$ cat config.mk
export PLATFORM = sky130hd
export DESIGN_NAME = ordered_list_append_delete_dump_flat
export DESIGN_NICKNAME = d
export VERILOG_FILES = /design/src/hw/rtl/olad_pkg.sv /design/src/hw/rtl/olad_req_if.sv /design/src/hw/rtl/olad_rsp_if.sv /design/src/hw/rtl/olad_cell.sv /design/src/hw/rtl/ordered_list_append_delete_dump.sv /design/src/flat_wrapper.sv
export SDC_FILE = /design/constraint.sdc
export NUM_CORES = 1
export LEC_CHECK = 0
export ABC_CLOCK_PERIOD_IN_PS = 5950
export BUFFER_PORTS_ARGS = -buffer_cell sky130_fd_sc_hd__buf_4
export CORE_AREA = 2 2 248 250
export DETAILED_ROUTE_END_ITERATION = 10
export DIE_AREA = 0 0 250 252
export HOLD_SLACK_MARGIN = 0.06
export PLACE_DENSITY = 0.79
export SLEW_MARGIN = 10
export SYNTH_ARGS = -nofsm -noshare
export SYNTH_HDL_FRONTEND = slang
export SYNTH_SLANG_ARGS = --single-unit
$ cat constraint.sdc
create_clock -name clk -period 5.95 [get_ports clk]
set_clock_uncertainty 0.05 [all_clocks]
set_input_delay 1.19 -clock clk [delete_from_list [all_inputs] [get_ports clk]]
set_output_delay 1.19 -clock clk [all_outputs]
set_load 0.005 [all_outputs]
$ cat src/hw/rtl/olad_pkg.sv
// ============================================================================
// olad_pkg
// Shared types and codes for the ordered list store: request actions,
// result status codes and the control word broadcast to the cell chain.
// ============================================================================
package olad_pkg;

    localparam int DATA_W   = 32;
    localparam int ACTION_W = 2;
    localparam int STATUS_W = 2;

    // Request actions.
    localparam logic [ACTION_W-1:0] ACT_APPEND = 2'd0;
    localparam logic [ACTION_W-1:0] ACT_REMOVE = 2'd1;
    localparam logic [ACTION_W-1:0] ACT_DUMP   = 2'd2;

    // Result status codes.
    localparam logic [STATUS_W-1:0] STAT_OK        = 2'd0;
    localparam logic [STATUS_W-1:0] STAT_EMPTY     = 2'd1;
    localparam logic [STATUS_W-1:0] STAT_NOT_FOUND = 2'd2;
    localparam logic [STATUS_W-1:0] STAT_FULL      = 2'd3;

    // Control word shared by every cell of the chain.
    typedef struct packed {
        logic append;
        logic remove;
        logic rotate;
    } cell_ctl_t;

endpackage

$ cat src/hw/rtl/olad_req_if.sv
// ============================================================================
// olad_req_if
// Request channel: valid/ready handshake carrying an action and a value.
// ============================================================================
interface olad_req_if;
    import olad_pkg::*;

    logic                     valid;
    logic                     ready;
    logic [ACTION_W-1:0]      action;
    logic signed [DATA_W-1:0] value;

    modport source (output valid, output action, output value, input ready);
    modport sink   (input valid, input action, input value, output ready);

endinterface

$ cat src/hw/rtl/olad_rsp_if.sv
// ============================================================================
// olad_rsp_if
// Result channel: valid/ready handshake carrying one result item.
// ============================================================================
interface olad_rsp_if;
    import olad_pkg::*;

    logic                     valid;
    logic                     ready;
    logic signed [DATA_W-1:0] item;
    logic [STATUS_W-1:0]      status;
    logic                     last_of_run;

    modport source (output valid, output item, output status, output last_of_run,
                    input ready);
    modport sink   (input valid, input item, input status, input last_of_run,
                    output ready);

endinterface

$ cat src/hw/rtl/olad_cell.sv
// ============================================================================
// olad_cell
// One slot of the list. It compares its value with the search key, passes
// the "match seen" flag on to the next cell, and takes its neighbor's value
// when the list rotates or a deleted entry is squeezed out, and takes the key on an append to its slot.
// ============================================================================
module olad_cell (
    input  logic                               clk,
    input  olad_pkg::cell_ctl_t                ctl,
    input  logic                               wr_sel,
    input  logic                               live,
    input  logic signed [olad_pkg::DATA_W-1:0] key,
    input  logic signed [olad_pkg::DATA_W-1:0] nbr_data,
    input  logic                               found_in,
    output logic signed [olad_pkg::DATA_W-1:0] data,
    output logic                               found_out
);
    import olad_pkg::*;

    logic signed [DATA_W-1:0] data_reg;
    logic signed [DATA_W-1:0] data_next;
    logic                     hit;

    assign hit       = live && (data_reg == key);
    assign found_out = found_in || hit;
    assign data      = data_reg;

    always_comb
    begin
        data_next = data_reg;
        if (ctl.rotate || (ctl.remove && found_out))
        begin
            data_next = nbr_data;
        end
        else if (ctl.append && wr_sel)
        begin
            data_next = key;
        end
    end

    always_ff @(posedge clk)
    begin
        data_reg <= data_next;
    end

endmodule

$ cat src/hw/rtl/ordered_list_append_delete_dump.sv
// ============================================================================
// ordered_list_append_delete_dump
// Bounded ordered list of signed values held in a chain of cells, head in
// cell 0. Supports append at tail, delete of the first match and dump.
// ============================================================================
// Append, delete and unused actions give their single result item in the
// cycle after acceptance; the search is one pass down the match chain.
// Dump emits one item per cycle while the sink takes them, then rotates the
// ring to its start; after accepting a dump the block stays busy until the
// ring has made a full turn, and longer whenever a dump item waits for the sink.
// Reset clears the entry count, the sequencer and the result valid flag; the
// cell contents are not reset and are never read before being written.
module ordered_list_append_delete_dump #(
    parameter int CAPACITY = 16
) (
    input  logic       clk,
    input  logic       rst_n,
    olad_req_if.sink   req,
    olad_rsp_if.source rsp
);
    import olad_pkg::*;

    // The entry count must be able to hold CAPACITY itself.
    localparam int CW = $clog2(CAPACITY + 1);

    typedef enum logic [1:0] {
        ST_IDLE = 2'b01,
        ST_DUMP = 2'b10
    } state_t;

    state_t state_reg, state_next;

    logic [CW-1:0] count_reg, count_next;
    logic [CW-1:0] idx_reg, idx_next;

    logic                     rsp_valid_reg, rsp_valid_next;
    logic signed [DATA_W-1:0] item_reg, item_next;
    logic [STATUS_W-1:0]      status_reg, status_next;
    logic                     last_reg, last_next;

    logic      slot_free;
    logic      req_fire;
    logic      emitting;
    logic      step;
    cell_ctl_t ctl;

    logic signed [DATA_W-1:0] cell_data [CAPACITY];
    logic                     found [CAPACITY+1];

    // The result register frees up when empty or when its item is taken.
    assign slot_free = !rsp_valid_reg || rsp.ready;
    assign req.ready = (state_reg == ST_IDLE) && slot_free;
    assign req_fire  = req.valid && req.ready;

    // During a dump the first count steps emit the head item, and the rest
    // just turn the ring so the list is back in place after CAPACITY steps.
    assign emitting = (state_reg == ST_DUMP) && (idx_reg < count_reg);
    assign step     = (state_reg == ST_DUMP) && (emitting ? slot_free : 1'b1);

    always_comb
    begin
        ctl.append = req_fire && (req.action == ACT_APPEND)
                     && (count_reg < CW'(CAPACITY));
        ctl.remove = req_fire && (req.action == ACT_REMOVE);
        ctl.rotate = step;
    end

    // Chain of cells. Each cell hands its value to the one before it, and
    // the head wraps around to the tail so a full ring rotation is lossless.
    assign found[0] = 1'b0;

    for (genvar i = 0; i < CAPACITY; i++)
    begin : g_cell
        localparam int NXT = (i + 1) % CAPACITY;

        olad_cell u_cell (
            .clk       (clk),
            .ctl       (ctl),
            .wr_sel    (count_reg == CW'(i)),
            .live      (CW'(i) < count_reg),
            .key       (req.value),
            .nbr_data  (cell_data[NXT]),
            .found_in  (found[i]),
            .data      (cell_data[i]),
            .found_out (found[i+1])
        );
    end

    always_comb
    begin
        state_next     = state_reg;
        count_next     = count_reg;
        idx_next       = idx_reg;
        rsp_valid_next = rsp_valid_reg;
        item_next      = item_reg;
        status_next    = status_reg;
        last_next      = last_reg;

        if (rsp.ready)
        begin
            rsp_valid_next = 1'b0;
        end

        case (state_reg)
            ST_IDLE:
            begin
                if (req_fire)
                begin
                    rsp_valid_next = 1'b1;
                    item_next      = '0;
                    status_next    = STAT_OK;
                    last_next      = 1'b1;
                    case (req.action)
                        ACT_APPEND:
                        begin
                            if (count_reg < CW'(CAPACITY))
                            begin
                                count_next = count_reg + CW'(1);
                            end
                            else
                            begin
                                status_next = STAT_FULL;
                            end
                        end
                        ACT_REMOVE:
                        begin
                            if (count_reg == '0)
                            begin
                                status_next = STAT_EMPTY;
                            end
                            else if (found[CAPACITY])
                            begin
                                count_next = count_reg - CW'(1);
                            end
                            else
                            begin
                                status_next = STAT_NOT_FOUND;
                            end
                        end
                        ACT_DUMP:
                        begin
                            if (count_reg == '0)
                            begin
                                status_next = STAT_EMPTY;
                            end
                            else
                            begin
                                // Items come out of the sequencer instead.
                                rsp_valid_next = 1'b0;
                                idx_next       = '0;
                                state_next     = ST_DUMP;
                            end
                        end
                        default:
                        begin
                            // Unused action: one plain OK item, no change.
                        end
                    endcase
                end
            end
            ST_DUMP:
            begin
                if (step)
                begin
                    if (emitting)
                    begin
                        rsp_valid_next = 1'b1;
                        item_next      = cell_data[0];
                        status_next    = STAT_OK;
                        last_next      = (idx_reg == count_reg - CW'(1));
                    end
                    if (idx_reg == CW'(CAPACITY - 1))
                    begin
                        state_next = ST_IDLE;
                    end
                    idx_next = idx_reg + CW'(1);
                end
            end
            default:
            begin
                state_next = ST_IDLE;
            end
        endcase
    end

    always_ff @(posedge clk or negedge rst_n)
    begin
        if (!rst_n)
        begin
            state_reg     <= ST_IDLE;
            count_reg     <= '0;
            idx_reg       <= '0;
            rsp_valid_reg <= 1'b0;
        end
        else
        begin
            state_reg     <= state_next;
            count_reg     <= count_next;
            idx_reg       <= idx_next;
            rsp_valid_reg <= rsp_valid_next;
        end
    end

    always_ff @(posedge clk)
    begin
        item_reg   <= item_next;
        status_reg <= status_next;
        last_reg   <= last_next;
    end

    assign rsp.valid       = rsp_valid_reg;
    assign rsp.item        = item_reg;
    assign rsp.status      = status_reg;
    assign rsp.last_of_run = last_reg;

endmodule

$ cat src/flat_wrapper.sv
// flat-port wrapper written by rule: the top's interface ports become plain ports
module ordered_list_append_delete_dump_flat import olad_pkg::*;
#(
    parameter int CAPACITY = 16
)
  (clk, rst_n, req_valid, req_action, req_value, req_ready, rsp_valid, rsp_item, rsp_status, rsp_last_of_run, rsp_ready);
  olad_req_if req_i ();
  olad_rsp_if rsp_i ();
  input  logic clk;
  input  logic rst_n;
  input wire logic [$bits(req_i.valid)-1:0] req_valid;
  input wire logic [$bits(req_i.action)-1:0] req_action;
  input wire logic [$bits(req_i.value)-1:0] req_value;
  output wire logic [$bits(req_i.ready)-1:0] req_ready;
  output wire logic [$bits(rsp_i.valid)-1:0] rsp_valid;
  output wire logic [$bits(rsp_i.item)-1:0] rsp_item;
  output wire logic [$bits(rsp_i.status)-1:0] rsp_status;
  output wire logic [$bits(rsp_i.last_of_run)-1:0] rsp_last_of_run;
  input wire logic [$bits(rsp_i.ready)-1:0] rsp_ready;
  assign req_i.valid = req_valid;
  assign req_i.action = req_action;
  assign req_i.value = req_value;
  assign req_ready = req_i.ready;
  assign rsp_valid = rsp_i.valid;
  assign rsp_item = rsp_i.item;
  assign rsp_status = rsp_i.status;
  assign rsp_last_of_run = rsp_i.last_of_run;
  assign rsp_i.ready = rsp_ready;
  ordered_list_append_delete_dump #(.CAPACITY(CAPACITY)) u_core (.clk(clk), .rst_n(rst_n), .req(req_i), .rsp(rsp_i));
endmodule
=== After elaboration in Yosys (flattened, before gate mapping) ===
Index checks and enable logic that the tools add are counted.

* Register bits after elaboration: 560
* Input port bits: 38
* Output and inout port bits: 37
* Logic and storage cells: 274

* Add/sub/neg operators: 3
* Order comparisons: 18
* Equal/unequal tests: 46
* Mux-type cells: 72
* Reductions and logical operators: 112

{| class="wikitable"
|+ Operators with widths
! operator !! count
|-
| $mux W32 || 35
|-
| $eq A32 B32 Y1 || 16
|-
| $pmux W32 S2 || 1
|-
| $logic_and A1 B1 Y1 || 55
|-
| $eq A5 B4 Y1 const B || 9
|-
| $lt A4 B5 Y1 const A || 8
|-
| $reduce_bool A2 Y1 || 18
|-
| $mux W5 || 7
|-
| $logic_or A1 B1 Y1 || 32
|-
| $mux W2 || 11
|-
| $eq A5 B3 Y1 const B || 4
|-
| $lt A3 B5 Y1 const A || 4
|-
| $pmux W5 S2 || 2
|-
| $ne A2 B2 Y1 const B || 6
|-
| $mux W1 || 11
|-
| $add A5 B1 Y5 const B || 2
|-
| $eq A5 B2 Y1 const B || 2
|-
| $lt A1 B5 Y1 const A || 2
|-
| $lt A2 B5 Y1 const A || 2
|-
| $reduce_and A5 Y1 || 2
|-
| $pmux W2 S2 || 2
|-
| $ne A2 B1 Y1 const B || 3
|-
| $pmux W2 S3 || 1
|-
| $reduce_and A6 Y1 || 1
|-
| 12 further kinds || 15
|}

=== Logic depth before layout (Yosys ltp) ===
* Depth after elaboration: 22
* Depth in mapped cells: 13
* Gate-level depth less buffers: 10

=== Hierarchy ===
Synthesis repeated with hierarchy kept, for this count alone.

* Cells, all modules: 4229
* Area, all modules: 41977.8 um^2

{| class="wikitable"
|+ By module, submodules not included
! module !! instances !! cells each !! area each (um^2) !! seq. area each (um^2)
|-
| olad_cell || 16 || 249 || 2458.6 || 960.9
|-
| ordered_list_append_delete_dump || 1 || 245 || 2640.0 || 1377.6
|}

=== Worst setup path before layout ===
OpenSTA, ideal clock, no wires.

* Path kind: input to register
* Start: input rsp_ready
* End: register u_core.g_cell[14].u_cell.data_reg[0] (enable)
* Setup time: 466 ps
* Data arrival time: 4642 ps
* Required time: 5434 ps
* Path slack: 792 ps
* Stages: 7
* Buffers on the path: 1
* Cells stage by stage: nor2b_1 clkbuf_1 nor4_1 nand2_1 nor2_1 nand3_1 o21ai_0

* Word-level cells in the longest chain between the ends: 7
* Elaborated cells between the ends (all ways): 12
* Those cells by class: 1 x mux; 11 x reduce/logical

{| class="wikitable"
|+ Ends and longest elaborated chain
! element !! line !! text
|-
| start: declaration || flat_wrapper.sv:19 || <nowiki>input wire logic [$bits(rsp_i.ready)-1:0] rsp_ready;</nowiki>
|-
| $logic_or A1 B1 Y1 * || ordered_list_append_delete_dump.sv:51 || <nowiki>assign slot_free = !rsp_valid_reg || rsp.ready;</nowiki>
|-
| $logic_and A1 B1 Y1 || ordered_list_append_delete_dump.sv:52 || <nowiki>assign req.ready = (state_reg == ST_IDLE) && slot_free;</nowiki>
|-
| $logic_and A1 B1 Y1 || ordered_list_append_delete_dump.sv:53 || <nowiki>assign req_fire = req.valid && req.ready;</nowiki>
|-
| $logic_and A1 B1 Y1 (on tied branches) || ordered_list_append_delete_dump.sv:64, ordered_list_append_delete_dump.sv:62 ||
|-
| $logic_and A1 B1 Y1 (on tied branches) || olad_cell.sv:31, ordered_list_append_delete_dump.sv:63 ||
|-
| $logic_or A1 B1 Y1 / $logic_and A1 B1 Y1 (equally long branches) || olad_cell.sv:31, olad_cell.sv:35 ||
|-
| $reduce_bool A2 Y1 (no line) * || n/a ||
|-
| end signal: assignment || olad_cell.sv:43 || <nowiki>data_reg <= data_next;</nowiki>
|-
| end: declaration || olad_cell.sv:20 || <nowiki>logic signed [DATA_W-1:0] data_reg;</nowiki>
|}

Every way passes the cells marked *; elsewhere a longest branch is shown, timed or not.
A chain may end at the register's enable or synchronous reset.

=== Worst setup path after layout ===
* Start: input req_value[4]
* End: register u_core.g_cell[15].u_cell.data_reg[21] (enable)

* Word-level cells in the longest chain between the ends: 20
* Elaborated cells between the ends (all ways): 50
* Those cells by class: 16 x eq/ne; 34 x reduce/logical

{| class="wikitable"
|+ Ends and longest elaborated chain
! element !! line !! text
|-
| start: declaration || flat_wrapper.sv:13 || <nowiki>input wire logic [$bits(req_i.value)-1:0] req_value;</nowiki>
|-
| $eq A32 B32 Y1 || olad_cell.sv:24 || <nowiki>assign hit = live && (data_reg == key);</nowiki>
|-
| $logic_and A1 B1 Y1 || olad_cell.sv:24 ||
|-
| $logic_or A1 B1 Y1 (14 in series) || olad_cell.sv:25 || <nowiki>assign found_out = found_in || hit;</nowiki>
|-
| $logic_or A1 B1 Y1 * || olad_cell.sv:25 ||
|-
| $logic_and A1 B1 Y1 * || olad_cell.sv:31 || <nowiki>if (ctl.rotate || (ctl.remove && found_out))</nowiki>
|-
| $logic_or A1 B1 Y1 * || olad_cell.sv:31 ||
|-
| $reduce_bool A2 Y1 (no line) * || n/a ||
|-
| end signal: assignment || olad_cell.sv:43 ||
|-
| end: declaration || olad_cell.sv:20 ||
|}

Marks and branches as above.

==> reports/results.tsv <==
metric	value	unit
arrival	4840	ps
yosys_register_bits	560	
postCtsSetupRepairBufs	0	
syn_nets	2501	
start_util	0.5382	
drtIter0Drc	2515	
largest_reg_flops	512	
diodes	0	
final.min_clock_period	4615	ps
r2r_end	u_core.g_cell[15].u_cell.data[21]	
dp_cells	3167	
avgSynthCellArea	13.22	um^2
power_density	427.7	nW/um^2
grt_usage	0.3113	
cts_made_buffers	61	
async_flop_share	0.02321	
ys_types	69	
ys.flop_type	edfxtp_1	
final_cells	3281	
core	60130	um^2
muxShareOfSynthArea	0.1821	
drt-total-wl	99610	um
fillers	4797	
ant_nets	0	
synthSimpleGateAreaFrac	0.1011	
post-route-util	0.5861	
grt_pass1_wl	144400	um
rows	90	
synth_edf_count	547	
synth_xor_area_frac	0.1388	
fin_setup_tns	0	ps
clock_sink_count	560	
min_path_type	input port to async pin	
critPathRequiredTime	6180	ps
post-dp-hpwl	68030	um
dpl_worst_slack	956.1	ps
ir_drop	0.3025	mV
synth_fa_ha_area_frac	0.005413	
crit_path_start	req_value[4]	
die_w	250	um
cts_tree	built	
ioPinCount	75	
r2r_setup_slack	1440	ps
worst_slew_pin_slew	1262	ps
slew_headroom	0.1477	
avgRoutedWirePerCell	30.36	um
p_leak	12.03	nW
report.final.setup_viol	0	
whs	361.0	ps
first_global_vias	21400	
drive_above_1_share	0.2989	
fin_nets	2500	
grt_max_degree	52	
synth_top_family_by_area	multiplexers	
rsz0062_at_grt	no	
die_y	252	um
cts.clk_slew.worst_paths	60	ps
cp_max_fo	33	
maxCapViolations	0	
place_congestion	1.032	
finalCritPeriodShare	0.7757	
io_buffers	74	
crit_end	u_core.g_cell[15].u_cell.data[21]	
critPathKind	input port to register	
clockRootBuffer	clkbuf_16	
reg2regPathDepth	11	
grt_antenna_before_repair	1	
via_count	21490	
syn-cell-area	32360	um^2
final-max-slew-violation-count	0	
max_freq	216.7	MHz
area_growth	8.904	%
cts_hold_buf	0	
cts_buffer_depth	3	
hold_viol	0	
ys_seq_area_frac	0.5176	
timing.rr.start	u_core.count_reg[4]	
clk_latency	640	ps
synthCells	2449	
drc_errors	0	
synth_compound_area_frac	0.01647	
yosys_warnings	0	
dr.pass1.iters	5	
status	completed	
grt.overflow.total	0	
avgViaCountPerCell	6.550	
htree_num_levels	2	
start_kind	input port	
timing.final.ws_setup	1335	ps
cts_resized	0	
multi_input_area	14460	um^2
regArea	16750	um^2
die_area	63000	um^2
cp-end-kind	register	
cells in the mapped netlist, types with 12 or more instances:
library cell / number / share of area
xor2_1: 375 / 0.10
buf_2: 103 / 0.016
xnor2_1: 138 / 0.037
ha_1: 14 / 0.0054
clkbuf_1: 52 / 0.0060
mux2_2: 467 / 0.16
nand4b_1: 16 / 0.0043
mux2_1: 15 / 0.0052
nand3_1: 46 / 0.0071
mux2_4: 29 / 0.013
nor2b_1: 26 / 0.0050
nand4_1: 79 / 0.015
dfrtp_1: 12 / 0.0093
nor3_1: 34 / 0.0053
o21ai_0: 18 / 0.0028
nor2_1: 43 / 0.0050
nand2_1: 59 / 0.0068
edfxtp_1: 547 / 0.51
nor4_1: 168 / 0.032
buf_6: 28 / 0.0097
inv_1: 18 / 0.0021
and2_1: 35 / 0.0068
placed cells by master (no fill, tap or decap), types with 29 or more instances in the layout:
master	instances
xnor2_1	138
nor2_1	43
clkbuf_16	63
nor4_1	168
edfxtp_1	547
mux2_2	467
mux2_4	29
and2_1	35
xor2_1	375
nor3_1	34
buf_4	134
nand3_1	46
nand2_1	59
nand4_1	79
cell type report:
type / instances / share of cell area
clock buffers: 74 / 0.04590
clock inverters: 40 / 0.009798
inverters: 18 / 0.001917
multi-input cells: 1672 / 0.4102
flip-flops and latches: 560 / 0.4753
well taps: 782 / 0.02776
repair buffers: 135 / 0.02911
through the flow:
| step | cell area (um^2) | power [W] |
|---|---|---|
| 2_1_floorplan | 32360 | 0.009670 |
| 6_report | 35250 | 0.01507 |
| 3_5_place_dp | 33280 | 0.01120 |
| 3_3_place_gp | 33280 | 0.01112 |
| 4_1_cts | 35250 | 0.01501 |
| 5_1_grt | 35250 | 0.01559 |
worst max-delay path: stages:
cell and delay (ps):
buf_4 460, xor2_1 200, a2111oi_0 670, nand3_1 160
nor4_1 670, buf_4 250, nor4_1 80, nand4_2 120
a21o_2 160, buf_12 250, o21bai_2 170, buf_4 400
worst min-delay path by stage:
stage / slack, ps / startpoint / end
floorplan: 480 / u_core.state_reg[0] / u_core.state_reg[0]
finish: 360 / rst_n / u_core.state_reg[1]
detailed placement: 510 / u_core.state_reg[0] / u_core.state_reg[0]
global placement: 490 / u_core.state_reg[0] / u_core.state_reg[0]
CTS: 340 / rst_n / u_core.idx_reg[2]
global route: 360 / rst_n / u_core.idx_reg[0]
metal layers:
metal,up-vias,track usage,part of all wire
met4,0,0.1244,0.041
met3,224,0.06128,0.095
met1,10820,0.4314,0.42
met2,1305,0.4836,0.45
li1,9143,-,-
met5,-,0,0
cells by family (layout without fill, tap and decap cells):
family | after synthesis | after routing
adders and majority gates | 14 | 14
buffers and inverters | 217 | 267
AOI/OAI and AO/OA | 74 | 74
muxes | 514 | 514
and+or+nand+nor | 557 | 557
xor gates and xnor gates | 513 | 513
DFF | 560 | 560
report_power, final:
group	internal, W	total, W	switching [W]
Clock	0.00218	0.00379	0.00161
Combinational	0.00193	0.00459	0.00267
Sequential	0.00582	0.00669	0.000870
Total	0.00992	0.0151	0.00515
Note: power is estimated with default switching activity, not from simulation.
